File: src/gdd_pkg.sv
// Shared types, constants and calendar functions for the date difference core.
`default_nettype none

package gdd_pkg;

  localparam int unsigned YEAR_W      = 14;
  localparam int unsigned MONTH_W     = 4;
  localparam int unsigned DAY_W       = 5;
  localparam int unsigned COUNT_W     = 22;
  localparam int unsigned MAX_YEAR_DEF = 9999;

  // Shifted year: year + 400, minus one for January and February.
  localparam int unsigned EPOCH_SHIFT = 400;
  localparam int unsigned YS_W        = 15;
  localparam int unsigned CENTURY     = 100;
  localparam int unsigned REM_W       = $clog2(CENTURY);

  // ys / 100 as (ys * 5243) >> 19, exact for ys below 43699
  localparam int unsigned        RECIP_W     = 13;
  localparam int unsigned        RECIP_SHIFT = 19;
  localparam logic [RECIP_W-1:0] RECIP_100   = 13'd5243;

  // Signed running difference of two day numbers.
  localparam int unsigned ACC_W       = 24;
  localparam int unsigned OFFSET_W    = 9;

  localparam logic [COUNT_W-1:0] COUNT_MAX = {COUNT_W{1'b1}};

  localparam logic [MONTH_W-1:0] MON_JAN = 4'd1;
  localparam logic [MONTH_W-1:0] MON_FEB = 4'd2;
  localparam logic [MONTH_W-1:0] MON_MAR = 4'd3;
  localparam logic [MONTH_W-1:0] MON_APR = 4'd4;
  localparam logic [MONTH_W-1:0] MON_MAY = 4'd5;
  localparam logic [MONTH_W-1:0] MON_JUN = 4'd6;
  localparam logic [MONTH_W-1:0] MON_JUL = 4'd7;
  localparam logic [MONTH_W-1:0] MON_AUG = 4'd8;
  localparam logic [MONTH_W-1:0] MON_SEP = 4'd9;
  localparam logic [MONTH_W-1:0] MON_OCT = 4'd10;
  localparam logic [MONTH_W-1:0] MON_NOV = 4'd11;
  localparam logic [MONTH_W-1:0] MON_DEC = 4'd12;

  typedef enum logic [2:0] {
    ST_IDLE,
    ST_START,
    ST_DIV,
    ST_CHK,
    ST_SUM,
    ST_ABS,
    ST_DONE
  } state_e;

  typedef enum logic [2:0] {
    ACC_HOLD,
    ACC_CLR,
    ACC_ADD,
    ACC_SUB,
    ACC_NEG
  } acc_op_e;

  // Terms of one day number, fed one per cycle through the adder.
  typedef enum logic [3:0] {
    T_Y256,
    T_Y64,
    T_Y32,
    T_Y8,
    T_Y4,
    T_Y1,
    T_YQUAD,
    T_CENT,
    T_QUADCENT,
    T_MONTH,
    T_DAY
  } term_e;

  typedef struct packed {
    acc_op_e          op;
    logic [ACC_W-1:0] operand;
  } acc_cmd_t;

  typedef struct packed {
    logic            start;
    logic [YS_W-1:0] dividend;
  } div_cmd_t;

  typedef struct packed {
    logic             done;
    logic [YS_W-1:0]  quotient;
    logic [REM_W-1:0] remainder;
  } div_res_t;

  function automatic logic [DAY_W-1:0] days_in_month(input logic [MONTH_W-1:0] m,
                                                     input logic leap);
    logic [DAY_W-1:0] len;
    unique case (m)
      MON_JAN, MON_MAR, MON_MAY, MON_JUL, MON_AUG, MON_OCT, MON_DEC: len = 5'd31;
      MON_APR, MON_JUN, MON_SEP, MON_NOV:                           len = 5'd30;
      MON_FEB: len = leap ? 5'd29 : 5'd28;
      default: len = '0;
    endcase
    return len;
  endfunction

  // Days from March 1 to the first of the month, year starting in March.
  function automatic logic [OFFSET_W-1:0] month_offset(input logic [MONTH_W-1:0] m);
    logic [OFFSET_W-1:0] off;
    unique case (m)
      MON_MAR: off = 9'd0;
      MON_APR: off = 9'd31;
      MON_MAY: off = 9'd61;
      MON_JUN: off = 9'd92;
      MON_JUL: off = 9'd122;
      MON_AUG: off = 9'd153;
      MON_SEP: off = 9'd184;
      MON_OCT: off = 9'd214;
      MON_NOV: off = 9'd245;
      MON_DEC: off = 9'd275;
      MON_JAN: off = 9'd306;
      MON_FEB: off = 9'd337;
      default: off = '0;
    endcase
    return off;
  endfunction

endpackage

`default_nettype wire

File: src/gdd_if.sv
// Request and result channel interfaces of the date difference core.
`default_nettype none

interface gdd_req_if;
  import gdd_pkg::*;

  logic               valid;
  logic               ready;
  logic [YEAR_W-1:0]  first_year;
  logic [MONTH_W-1:0] first_month;
  logic [DAY_W-1:0]   first_day;
  logic [YEAR_W-1:0]  second_year;
  logic [MONTH_W-1:0] second_month;
  logic [DAY_W-1:0]   second_day;

  modport source (
    output valid, first_year, first_month, first_day,
           second_year, second_month, second_day,
    input  ready
  );

  modport sink (
    input  valid, first_year, first_month, first_day,
           second_year, second_month, second_day,
    output ready
  );
endinterface

interface gdd_res_if;
  import gdd_pkg::*;

  logic               valid;
  logic               ready;
  logic [COUNT_W-1:0] day_count;
  logic               date_invalid;

  modport source (
    output valid, day_count, date_invalid,
    input  ready
  );

  modport sink (
    input  valid, day_count, date_invalid,
    output ready
  );
endinterface

`default_nettype wire

File: src/gdd_div100.sv
// Divide of the shifted year by one hundred: reciprocal multiply, then the remainder.
`default_nettype none

module gdd_div100 (
  input  logic              clk_i,
  input  logic              rst_ni,
  input  gdd_pkg::div_cmd_t cmd_i,
  output gdd_pkg::div_res_t res_o
);
  import gdd_pkg::*;

  localparam int unsigned PROD_W = YS_W + RECIP_W;

  logic             quo_step_q, quo_step_d;
  logic             rem_step_q, rem_step_d;
  logic             done_q, done_d;
  logic [YS_W-1:0]  dvd_q, dvd_d;
  logic [YS_W-1:0]  quo_q, quo_d;
  logic [REM_W-1:0] rem_q, rem_d;

  logic [PROD_W-1:0] prod;
  logic [YS_W-1:0]   quo_x100;
  logic [REM_W-1:0]  rem_calc;

  assign prod     = PROD_W'(dvd_q) * PROD_W'(RECIP_100);
  // 100 * q as 64q + 32q + 4q; q stays below 2^9 for a 15-bit dividend
  assign quo_x100 = {quo_q[YS_W-7:0], 6'd0} + {quo_q[YS_W-6:0], 5'd0}
                  + {quo_q[YS_W-3:0], 2'd0};
  assign rem_calc = REM_W'(dvd_q - quo_x100);

  always_comb begin
    quo_step_d = 1'b0;
    rem_step_d = quo_step_q;
    done_d     = rem_step_q;
    dvd_d      = dvd_q;
    quo_d      = quo_q;
    rem_d      = rem_q;
    if (cmd_i.start) begin
      quo_step_d = 1'b1;
      dvd_d      = cmd_i.dividend;
    end
    if (quo_step_q) quo_d = YS_W'(prod >> RECIP_SHIFT);
    if (rem_step_q) rem_d = rem_calc;
  end

  always_ff @(posedge clk_i or negedge rst_ni) begin
    if (!rst_ni) begin
      quo_step_q <= 1'b0;
      rem_step_q <= 1'b0;
      done_q     <= 1'b0;
    end else begin
      quo_step_q <= quo_step_d;
      rem_step_q <= rem_step_d;
      done_q     <= done_d;
    end
  end

  always_ff @(posedge clk_i) begin
    dvd_q <= dvd_d;
    quo_q <= quo_d;
    rem_q <= rem_d;
  end

  assign res_o.done      = done_q;
  assign res_o.quotient  = quo_q;
  assign res_o.remainder = rem_q;

endmodule

`default_nettype wire

File: src/gdd_accum.sv
// Shared add/subtract accumulator that builds the signed day difference.
`default_nettype none

module gdd_accum (
  input  logic                      clk_i,
  input  logic                      rst_ni,
  input  gdd_pkg::acc_cmd_t         cmd_i,
  output logic [gdd_pkg::ACC_W-1:0] acc_o
);
  import gdd_pkg::*;

  logic [ACC_W-1:0] acc_q, acc_d;
  logic [ACC_W-1:0] op_a, op_b, sum;
  logic             sub;

  assign sub  = (cmd_i.op == ACC_SUB) || (cmd_i.op == ACC_NEG);
  assign op_a = (cmd_i.op == ACC_NEG) ? '0 : acc_q;
  assign op_b = (cmd_i.op == ACC_NEG) ? acc_q : cmd_i.operand;
  assign sum  = op_a + (sub ? ~op_b : op_b) + ACC_W'(sub);

  always_comb begin
    unique case (cmd_i.op)
      ACC_CLR:                   acc_d = '0;
      ACC_ADD, ACC_SUB, ACC_NEG: acc_d = sum;
      default:                   acc_d = acc_q;
    endcase
  end

  always_ff @(posedge clk_i or negedge rst_ni) begin
    if (!rst_ni) begin
      acc_q <= '0;
    end else begin
      acc_q <= acc_d;
    end
  end

  assign acc_o = acc_q;

endmodule

`default_nettype wire

File: src/gregorian_date_difference_core.sv
// Top level: days between two Gregorian dates, one shared adder under a sequencer.
//
//   channel  dir  handshake      payload
//   req_i    in   valid/ready    first_/second_ year, month, day
//   res_o    out  valid/ready    day_count, date_invalid
//
// Per date an item runs a start step, a divide by one hundred (quotient,
// remainder, done), a check, and 11 accumulate steps through the single
// adder; then one step takes the magnitude and one loads the output register.
// A bad date skips the accumulate steps and goes straight to loading the result.
// req_i.ready is high only while the sequencer is idle; a finished result
// waits in the output register, and the next request is taken meanwhile.
// Reset clears the sequencer, the divider, the accumulator and the output valid.
`default_nettype none

module gregorian_date_difference_core #(
  parameter int unsigned MAX_YEAR = gdd_pkg::MAX_YEAR_DEF
) (
  input  logic clk_i,
  input  logic rst_ni,
  gdd_req_if.sink   req_i,
  gdd_res_if.source res_o
);
  import gdd_pkg::*;

  state_e state_q, state_d;
  logic   sel_q, sel_d;
  term_e  term_q, term_d;
  logic   invalid_q, invalid_d;
  logic   res_valid_q, res_valid_d;

  logic [YEAR_W-1:0]  y1_q, y2_q;
  logic [MONTH_W-1:0] m1_q, m2_q;
  logic [DAY_W-1:0]   d1_q, d2_q;
  logic [COUNT_W-1:0] count_q;
  logic               res_inv_q;

  logic accept, res_load;

  logic [YEAR_W-1:0]  y_cur;
  logic [MONTH_W-1:0] m_cur;
  logic [DAY_W-1:0]   d_cur;
  logic [YS_W-1:0]    ys_cur;
  logic               leap;
  logic [DAY_W-1:0]   dim;
  logic               date_ok;

  acc_cmd_t         acc_cmd;
  logic [ACC_W-1:0] acc;
  div_cmd_t         div_cmd;
  div_res_t         div_res;

  logic [ACC_W-1:0]   term_val;
  logic               term_neg;
  logic [COUNT_W-1:0] count_sat;

  assign accept   = req_i.valid && req_i.ready;
  assign res_load = (state_q == ST_DONE) && (!res_valid_q || res_o.ready);

  // current date
  assign y_cur  = sel_q ? y2_q : y1_q;
  assign m_cur  = sel_q ? m2_q : m1_q;
  assign d_cur  = sel_q ? d2_q : d1_q;
  assign ys_cur = YS_W'(y_cur) + YS_W'(EPOCH_SHIFT) - YS_W'(m_cur <= MON_FEB);

  // For February the shifted year is year + 399: a century year leaves a
  // remainder of 99, and a multiple of 400 then has a quotient of 3 mod 4.
  assign leap = (y_cur[1:0] == 2'b00) &&
                ((div_res.remainder != REM_W'(CENTURY - 1)) ||
                 (div_res.quotient[1:0] == 2'b11));
  assign dim  = days_in_month(m_cur, leap);
  assign date_ok = (32'(y_cur) <= MAX_YEAR) && (m_cur >= MON_JAN) &&
                   (m_cur <= MON_DEC) && (d_cur != '0) && (d_cur <= dim);

  gdd_div100 u_div (
    .clk_i  (clk_i),
    .rst_ni (rst_ni),
    .cmd_i  (div_cmd),
    .res_o  (div_res)
  );

  gdd_accum u_acc (
    .clk_i  (clk_i),
    .rst_ni (rst_ni),
    .cmd_i  (acc_cmd),
    .acc_o  (acc)
  );

  // 365 * ys as shifted copies, then the leap corrections and the offsets
  always_comb begin
    unique case (term_q)
      T_Y256:     term_val = ACC_W'({ys_cur, 8'd0});
      T_Y64:      term_val = ACC_W'({ys_cur, 6'd0});
      T_Y32:      term_val = ACC_W'({ys_cur, 5'd0});
      T_Y8:       term_val = ACC_W'({ys_cur, 3'd0});
      T_Y4:       term_val = ACC_W'({ys_cur, 2'd0});
      T_Y1:       term_val = ACC_W'(ys_cur);
      T_YQUAD:    term_val = ACC_W'(ys_cur >> 2);
      T_CENT:     term_val = ACC_W'(div_res.quotient);
      T_QUADCENT: term_val = ACC_W'(div_res.quotient >> 2);
      T_MONTH:    term_val = ACC_W'(month_offset(m_cur));
      T_DAY:      term_val = ACC_W'(d_cur - DAY_W'(1));
      default:    term_val = '0;
    endcase
  end

  assign term_neg  = (term_q == T_CENT);
  assign count_sat = (acc > ACC_W'(COUNT_MAX)) ? COUNT_MAX : acc[COUNT_W-1:0];

  // next state
  always_comb begin
    state_d = state_q;
    unique case (state_q)
      ST_IDLE:  if (accept) state_d = ST_START;
      ST_START: state_d = ST_DIV;
      ST_DIV:   if (div_res.done) state_d = ST_CHK;
      ST_CHK:   state_d = date_ok ? ST_SUM : ST_DONE;
      ST_SUM: begin
        if (term_q == T_DAY) state_d = sel_q ? ST_ABS : ST_START;
      end
      ST_ABS:   state_d = ST_DONE;
      ST_DONE:  if (res_load) state_d = ST_IDLE;
      default:  state_d = ST_IDLE;
    endcase
  end

  // sequencer outputs
  always_comb begin
    acc_cmd.op       = ACC_HOLD;
    acc_cmd.operand  = term_val;
    div_cmd.start    = 1'b0;
    div_cmd.dividend = ys_cur;
    sel_d            = sel_q;
    term_d           = term_q;
    invalid_d        = invalid_q;
    unique case (state_q)
      ST_IDLE: begin
        if (accept) begin
          acc_cmd.op = ACC_CLR;
          sel_d      = 1'b0;
          invalid_d  = 1'b0;
        end
      end
      ST_START: div_cmd.start = 1'b1;
      ST_CHK: begin
        term_d = T_Y256;
        if (!date_ok) invalid_d = 1'b1;
      end
      ST_SUM: begin
        // second date and the century term go in negated
        acc_cmd.op = (sel_q ^ term_neg) ? ACC_SUB : ACC_ADD;
        if (term_q == T_DAY) begin
          sel_d = 1'b1;
        end else begin
          term_d = term_e'(term_q + 4'd1);
        end
      end
      ST_ABS: if (acc[ACC_W-1]) acc_cmd.op = ACC_NEG;
      default: ;
    endcase
  end

  always_comb begin
    res_valid_d = res_valid_q;
    if (res_o.ready) res_valid_d = 1'b0;
    if (res_load)    res_valid_d = 1'b1;
  end

  always_ff @(posedge clk_i or negedge rst_ni) begin
    if (!rst_ni) begin
      state_q     <= ST_IDLE;
      sel_q       <= 1'b0;
      term_q      <= T_Y256;
      invalid_q   <= 1'b0;
      res_valid_q <= 1'b0;
    end else begin
      state_q     <= state_d;
      sel_q       <= sel_d;
      term_q      <= term_d;
      invalid_q   <= invalid_d;
      res_valid_q <= res_valid_d;
    end
  end

  always_ff @(posedge clk_i) begin
    if (accept) begin
      y1_q <= req_i.first_year;
      m1_q <= req_i.first_month;
      d1_q <= req_i.first_day;
      y2_q <= req_i.second_year;
      m2_q <= req_i.second_month;
      d2_q <= req_i.second_day;
    end
    if (res_load) begin
      count_q   <= invalid_q ? '0 : count_sat;
      res_inv_q <= invalid_q;
    end
  end

  assign req_i.ready        = (state_q == ST_IDLE);
  assign res_o.valid        = res_valid_q;
  assign res_o.day_count    = count_q;
  assign res_o.date_invalid = res_inv_q;

`ifndef SYNTHESIS
  a_accept_starts : assert property (@(posedge clk_i) disable iff (!rst_ni)
    accept |=> (state_q == ST_START) && !invalid_q && !sel_q)
    else $error("request did not start a new item");

  a_div_done_in_div : assert property (@(posedge clk_i) disable iff (!rst_ni)
    div_res.done |-> (state_q == ST_DIV))
    else $error("divider finished outside the divide step");

  a_done_magnitude : assert property (@(posedge clk_i) disable iff (!rst_ni)
    (state_q == ST_DONE) && !invalid_q |-> !acc[ACC_W-1])
    else $error("difference still negative at result");

  a_invalid_zero : assert property (@(posedge clk_i) disable iff (!rst_ni)
    res_o.valid && res_o.date_invalid |-> (res_o.day_count == '0))
    else $error("invalid result carries a nonzero count");
`endif

endmodule

`default_nettype wire
File: src/flat_wrapper.sv
// flat-port wrapper written by rule: the top's interface ports become plain ports
module gregorian_date_difference_core_flat import gdd_pkg::*;
#(
  parameter int unsigned MAX_YEAR = gdd_pkg::MAX_YEAR_DEF
)
  (clk_i, rst_ni, req_i_valid, req_i_first_year, req_i_first_month, req_i_first_day, req_i_second_year, req_i_second_month, req_i_second_day, req_i_ready, res_o_valid, res_o_day_count, res_o_date_invalid, res_o_ready);
  gdd_req_if req_i_i ();
  gdd_res_if res_o_i ();
  input  logic clk_i;
  input  logic rst_ni;
  input wire logic [$bits(req_i_i.valid)-1:0] req_i_valid;
  input wire logic [$bits(req_i_i.first_year)-1:0] req_i_first_year;
  input wire logic [$bits(req_i_i.first_month)-1:0] req_i_first_month;
  input wire logic [$bits(req_i_i.first_day)-1:0] req_i_first_day;
  input wire logic [$bits(req_i_i.second_year)-1:0] req_i_second_year;
  input wire logic [$bits(req_i_i.second_month)-1:0] req_i_second_month;
  input wire logic [$bits(req_i_i.second_day)-1:0] req_i_second_day;
  output wire logic [$bits(req_i_i.ready)-1:0] req_i_ready;
  output wire logic [$bits(res_o_i.valid)-1:0] res_o_valid;
  output wire logic [$bits(res_o_i.day_count)-1:0] res_o_day_count;
  output wire logic [$bits(res_o_i.date_invalid)-1:0] res_o_date_invalid;
  input wire logic [$bits(res_o_i.ready)-1:0] res_o_ready;
  assign req_i_i.valid = req_i_valid;
  assign req_i_i.first_year = req_i_first_year;
  assign req_i_i.first_month = req_i_first_month;
  assign req_i_i.first_day = req_i_first_day;
  assign req_i_i.second_year = req_i_second_year;
  assign req_i_i.second_month = req_i_second_month;
  assign req_i_i.second_day = req_i_second_day;
  assign req_i_ready = req_i_i.ready;
  assign res_o_valid = res_o_i.valid;
  assign res_o_day_count = res_o_i.day_count;
  assign res_o_date_invalid = res_o_i.date_invalid;
  assign res_o_i.ready = res_o_ready;
  gregorian_date_difference_core #(.MAX_YEAR(MAX_YEAR)) u_core (.clk_i(clk_i), .rst_ni(rst_ni), .req_i(req_i_i), .res_o(res_o_i));
endmodule
File: config.mk
export PLATFORM = sky130hd
export DESIGN_NAME = gregorian_date_difference_core_flat
export DESIGN_NICKNAME = d
export VERILOG_FILES = /design/src/gdd_pkg.sv /design/src/gdd_if.sv /design/src/gdd_div100.sv /design/src/gdd_accum.sv /design/src/gregorian_date_difference_core.sv /design/src/flat_wrapper.sv
export SDC_FILE = /design/constraint.sdc
export NUM_CORES = 1
export LEC_CHECK = 0
export BUFFER_PORTS_ARGS = -buffer_cell sky130_fd_sc_hd__clkbuf_2
export CAP_MARGIN = 20
export CORE_UTILIZATION = 50
export CTS_BUF_LIST = sky130_fd_sc_hd__clkbuf_4 sky130_fd_sc_hd__clkbuf_8
export DETAILED_ROUTE_END_ITERATION = 6
export PLACE_DENSITY = 0.65
export SLEW_MARGIN = 40
export SYNTH_ARGS = -nofsm -noshare
export SYNTH_HDL_FRONTEND = slang
export SYNTH_SLANG_ARGS = --single-unit
File: constraint.sdc
create_clock -name clk_i -period 15.4 [get_ports clk_i]
set_input_delay 0 -clock clk_i [delete_from_list [all_inputs] [get_ports clk_i]]
set_output_delay 0 -clock clk_i [all_outputs]
set_load 0.05 [all_outputs]
==> flow_metrics.py <==
metrics = {
    "cts": {
        "path_clk_slew_ns": 0.10,
        "htreeDepth": 4,
        "clk_path_buf_depth": 2,
        "cts.sinks": 137,
        "clock_latency_ns": 0.46,
        "cts_inserted_buffers": 17,
        "cts_resized": 0,
        "root_buffer": "clkbuf_8",
        "cts_tree": "built",
    },
    "worst_setup_path": {
        "slowest_stage": "dfrtp_4",
        "r2r_slack_ns": 8.15,
        "critPathMaxStageDelay_ns": 0.79,
        "cp.depth": 27,
        "crit_fanout": 39,
        "crit_end": "u_core.u_acc.acc_o[23]",
        "r2r_cells": 27,
        "reg2reg_to": "u_core.u_acc.acc_o[23]",
        "cp-end-kind": "flop",
        "arrival_ns": 7.60,
        "worstSetupStartpoint": "u_core.sel_q",
        "timing.rr.start": "u_core.sel_q",
        "critical-path-top-delay-family": "compound AO/OA/AOI/OAI gates",
        "crit_buf_inv": 2,
        "start_kind": "flop",
        "cp.required_ns": 15.76,
        "worstSetupPathType": "flop to flop",
    },
    "floorplanning": {
        "start_util": 0.5090,
        "die-area_um2": 26200,
        "io_pins": 75,
        "core-area_um2": 25110,
        "die_x_um": 161.9,
        "die_height_um": 161.9,
        "std_cell_rows": 58,
    },
    "detailed_routing": {
        "routed_wl_um": 30060,
        "drc": 0,
        "viasPerCell": 5.671,
        "dr_total_vias": 9816,
        "wire_per_inst_um": 17.36,
        "drt_iter0_drc": 746,
        "first_pass_iters": 5,
        "drtAntennaViolNets": 0,
    },
    "synthesis": {
        "synth_top_area_frac": 0.2350,
        "syn_inst": 1287,
        "synthDistinctLibCells": 90,
        "yosysMostFrequentCell": "ha_1",
        "synth.area.top_cells": "edfxtp_1 (23%), ha_1 (16%), fa_1 (11%)",
        "synth-main-ff-cell": "edfxtp_1",
        "postSynthAreaPerCell_um2": 9.930,
        "netlist_area_um2": 12780,
        "ys_seq_elements": 137,
        "synth_top_cell_by_area": "edfxtp_1",
        "synth_edf_count": 100,
        "synth_async_sr_flop_share": 0.2701,
        "seq_area_frac_synth": 0.3074,
        "yosys_warnings": 0,
        "synth_common_cells": "ha_1 (164), inv_1 (163), edfxtp_1 (100)",
        "synthesis.nets": 1572,
    },
    "grt": {
        "overflow": 0,
        "grt_pass1_vias": 9797,
        "grt_pass1_wl_um": 50040,
        "grt_use_total": 0.2409,
        "antenna_found_initial": 0,
        "grt_max_degree": 52,
    },
    "layout": {
        "multiInputGateArea_um2": 8026,
        "fin_area_um2": 14320,
        "num_antenna_cells": 0,
        "nets": 1673,
        "seq_area_um2": 3934,
        "area_growth_pct": 12.03,
        "layout-drive-gt1-share": 0.1156,
        "fillers": 2253,
    },
    "sta": {
        "timing.setup.tns_ns": 0,
        "fmax_mhz": 138.0,
        "hold_viol": 0,
        "setup_violations": 0,
        "rsz0062_at_grt": "no",
        "clock-skew-final_ns": 0.02233,
        "worst_pin_slew_ns": 0.8270,
        "setup_ws_ns": 8.152,
        "slew_headroom": 0.4447,
        "fin_crit_sh": 0.4706,
        "hold_slack_ns": 0.08282,
        "min_period_ns": 7.248,
        "maxSlewViolCount": 0,
    },
    "placed_design": {
        "hpwl_um": 22860,
        "placed_cell_area_um2": 13410,
        "portBuffers": 74,
        "post-place-ws_ns": 8.233,
        "place_congestion": 0.8997,
    },
    "run": {
        "maxCapViolations": 0,
    },
    "outcome": {
        "status": "completed",
    },
    "hold_path": {
        "min_path_type": "primary input to async pin",
    },
}
## cell families after synthesis
kind of cell	after synthesis	synth area share
XOR/XNOR	52	0.03740
AND/OR/NAND/NOR	320	0.1218
AO/OA/AOI/OAI	282	0.1564
adder cells (fa/ha/maj)	235	0.2718
buffers and inverters	217	0.06726
flip-flops	137	0.3074
multiplexers	44	0.03799
## worst min-delay path by stage
| stage | slack (ns) | cells past startpoint | to | startpoint |
|---|---|---|---|---|
| floorplan | -0.30 | 0 | u_core.invalid_q | rst_ni |
| global placement | 0.18 | 1 | u_core.d1_q[2] | req_i_first_day[2] |
| detailed placement | 0.05 | 1 | u_core.u_acc.acc_o[19] | rst_ni |
| CTS | 0.09 | 2 | u_core.u_acc.acc_o[19] | rst_ni |
| global route | 0.12 | 2 | u_core.u_acc.acc_o[19] | rst_ni |
| finish | 0.08 | 2 | u_core.u_acc.acc_o[19] | rst_ni |
## per-stage QoR
stage          utilization  cells
2_1_floorplan            -   1287
3_3_place_gp        0.5334   1650
3_5_place_dp        0.5342   1650
4_1_cts             0.5696   1731
5_1_grt             0.5702   1731
6_report            0.5702   1731
## metal layers
| metal | part of all wire | up-vias | global-route usage |
|---|---|---|---|
| met5 | 0 | - | 0 |
| met4 | 0.022 | 0 | 0.07033 |
| met2 | 0.46 | 262 | 0.3882 |
| li1 | - | 4770 | - |
| met3 | 0.039 | 42 | 0.03294 |
| met1 | 0.48 | 4742 | 0.3380 |
## placed cells by master (no fill, tap or decap), types with 11 or more instances in the layout
cell type,n
a21o_1,17
dfrtp_1,35
nand3_1,26
clkbuf_8,17
fa_1,71
o21ai_0,61
a221oi_1,11
nand2_1,81
nor3_1,19
a21oi_1,47
edfxtp_1,100
ha_1,164
and2_1,31
clkbuf_2,73
dlygate4sd3_1,49
a31oi_1,13
inv_1,162
nand2b_1,13
mux2i_1,24
xnor2_1,36
xor2_1,12
nor2_1,96
a22oi_1,11
## flip-flops by register name (all words and copies together), names as in the netlist, 4 cells and up
| name | count |
|---|---|
| u_core.y2_q | 14 |
| u_core.u_div.quo_q | 9 |
| u_core.m1_q | 4 |
| u_core.term_q | 4 |
| u_core.m2_q | 4 |
| u_core.d2_q | 5 |
| u_core.u_div.rem_q | 7 |
| u_core.u_acc.acc_o | 24 |
| u_core.res_o.day_count | 22 |
| u_core.d1_q | 5 |
| u_core.y1_q | 14 |
| u_core.u_div.dvd_q | 15 |
## layout make-up
class	count	share of cell area
inverter	170	0.04457
timing repair buffer	129	0.06344
clock buffer	17	0.01634
clock inverter	15	0.01145
sequential	137	0.2748
tap	330	0.02884
multi-input combinational	933	0.5606
## repair_timing
action / 4_1_cts / 5_1_grt
hold endpoints to repair: 87 / 0
hold buffers: 49 / 0
setup buffers: 0 / 0
endpoints found under the setup margin: 0 / 0
## worst register-to-register path: stages, from the launching register on
cell and delay [ns]:
dfrtp_4 0.79, mux2i_2 0.73, nand2_1 0.25, a21oi_1 0.19
ha_1 0.16, inv_1 0.04, ha_1 0.20, inv_1 0.07
fa_1 0.21, nor2b_1 0.06, o21a_1 0.21, o21ai_1 0.25
nand2_1 0.15, xor2_1 0.62, a221o_1 0.30, a221oi_2 0.04
a21oi_1 0.18, mux2_1 0.39, ha_1 0.35, and3_1 0.23
nand2_1 0.09, nor4_1 0.50, a221o_1 0.26, o2bb2ai_1 0.11
a31oi_1 0.07, o21ai_1 0.31, a21oi_1 0.11, a211o_1 0.27
Power is left out: the tool's default activity adds up to more than one toggle a clock period on the data nets, which glitch-free logic cannot reach.
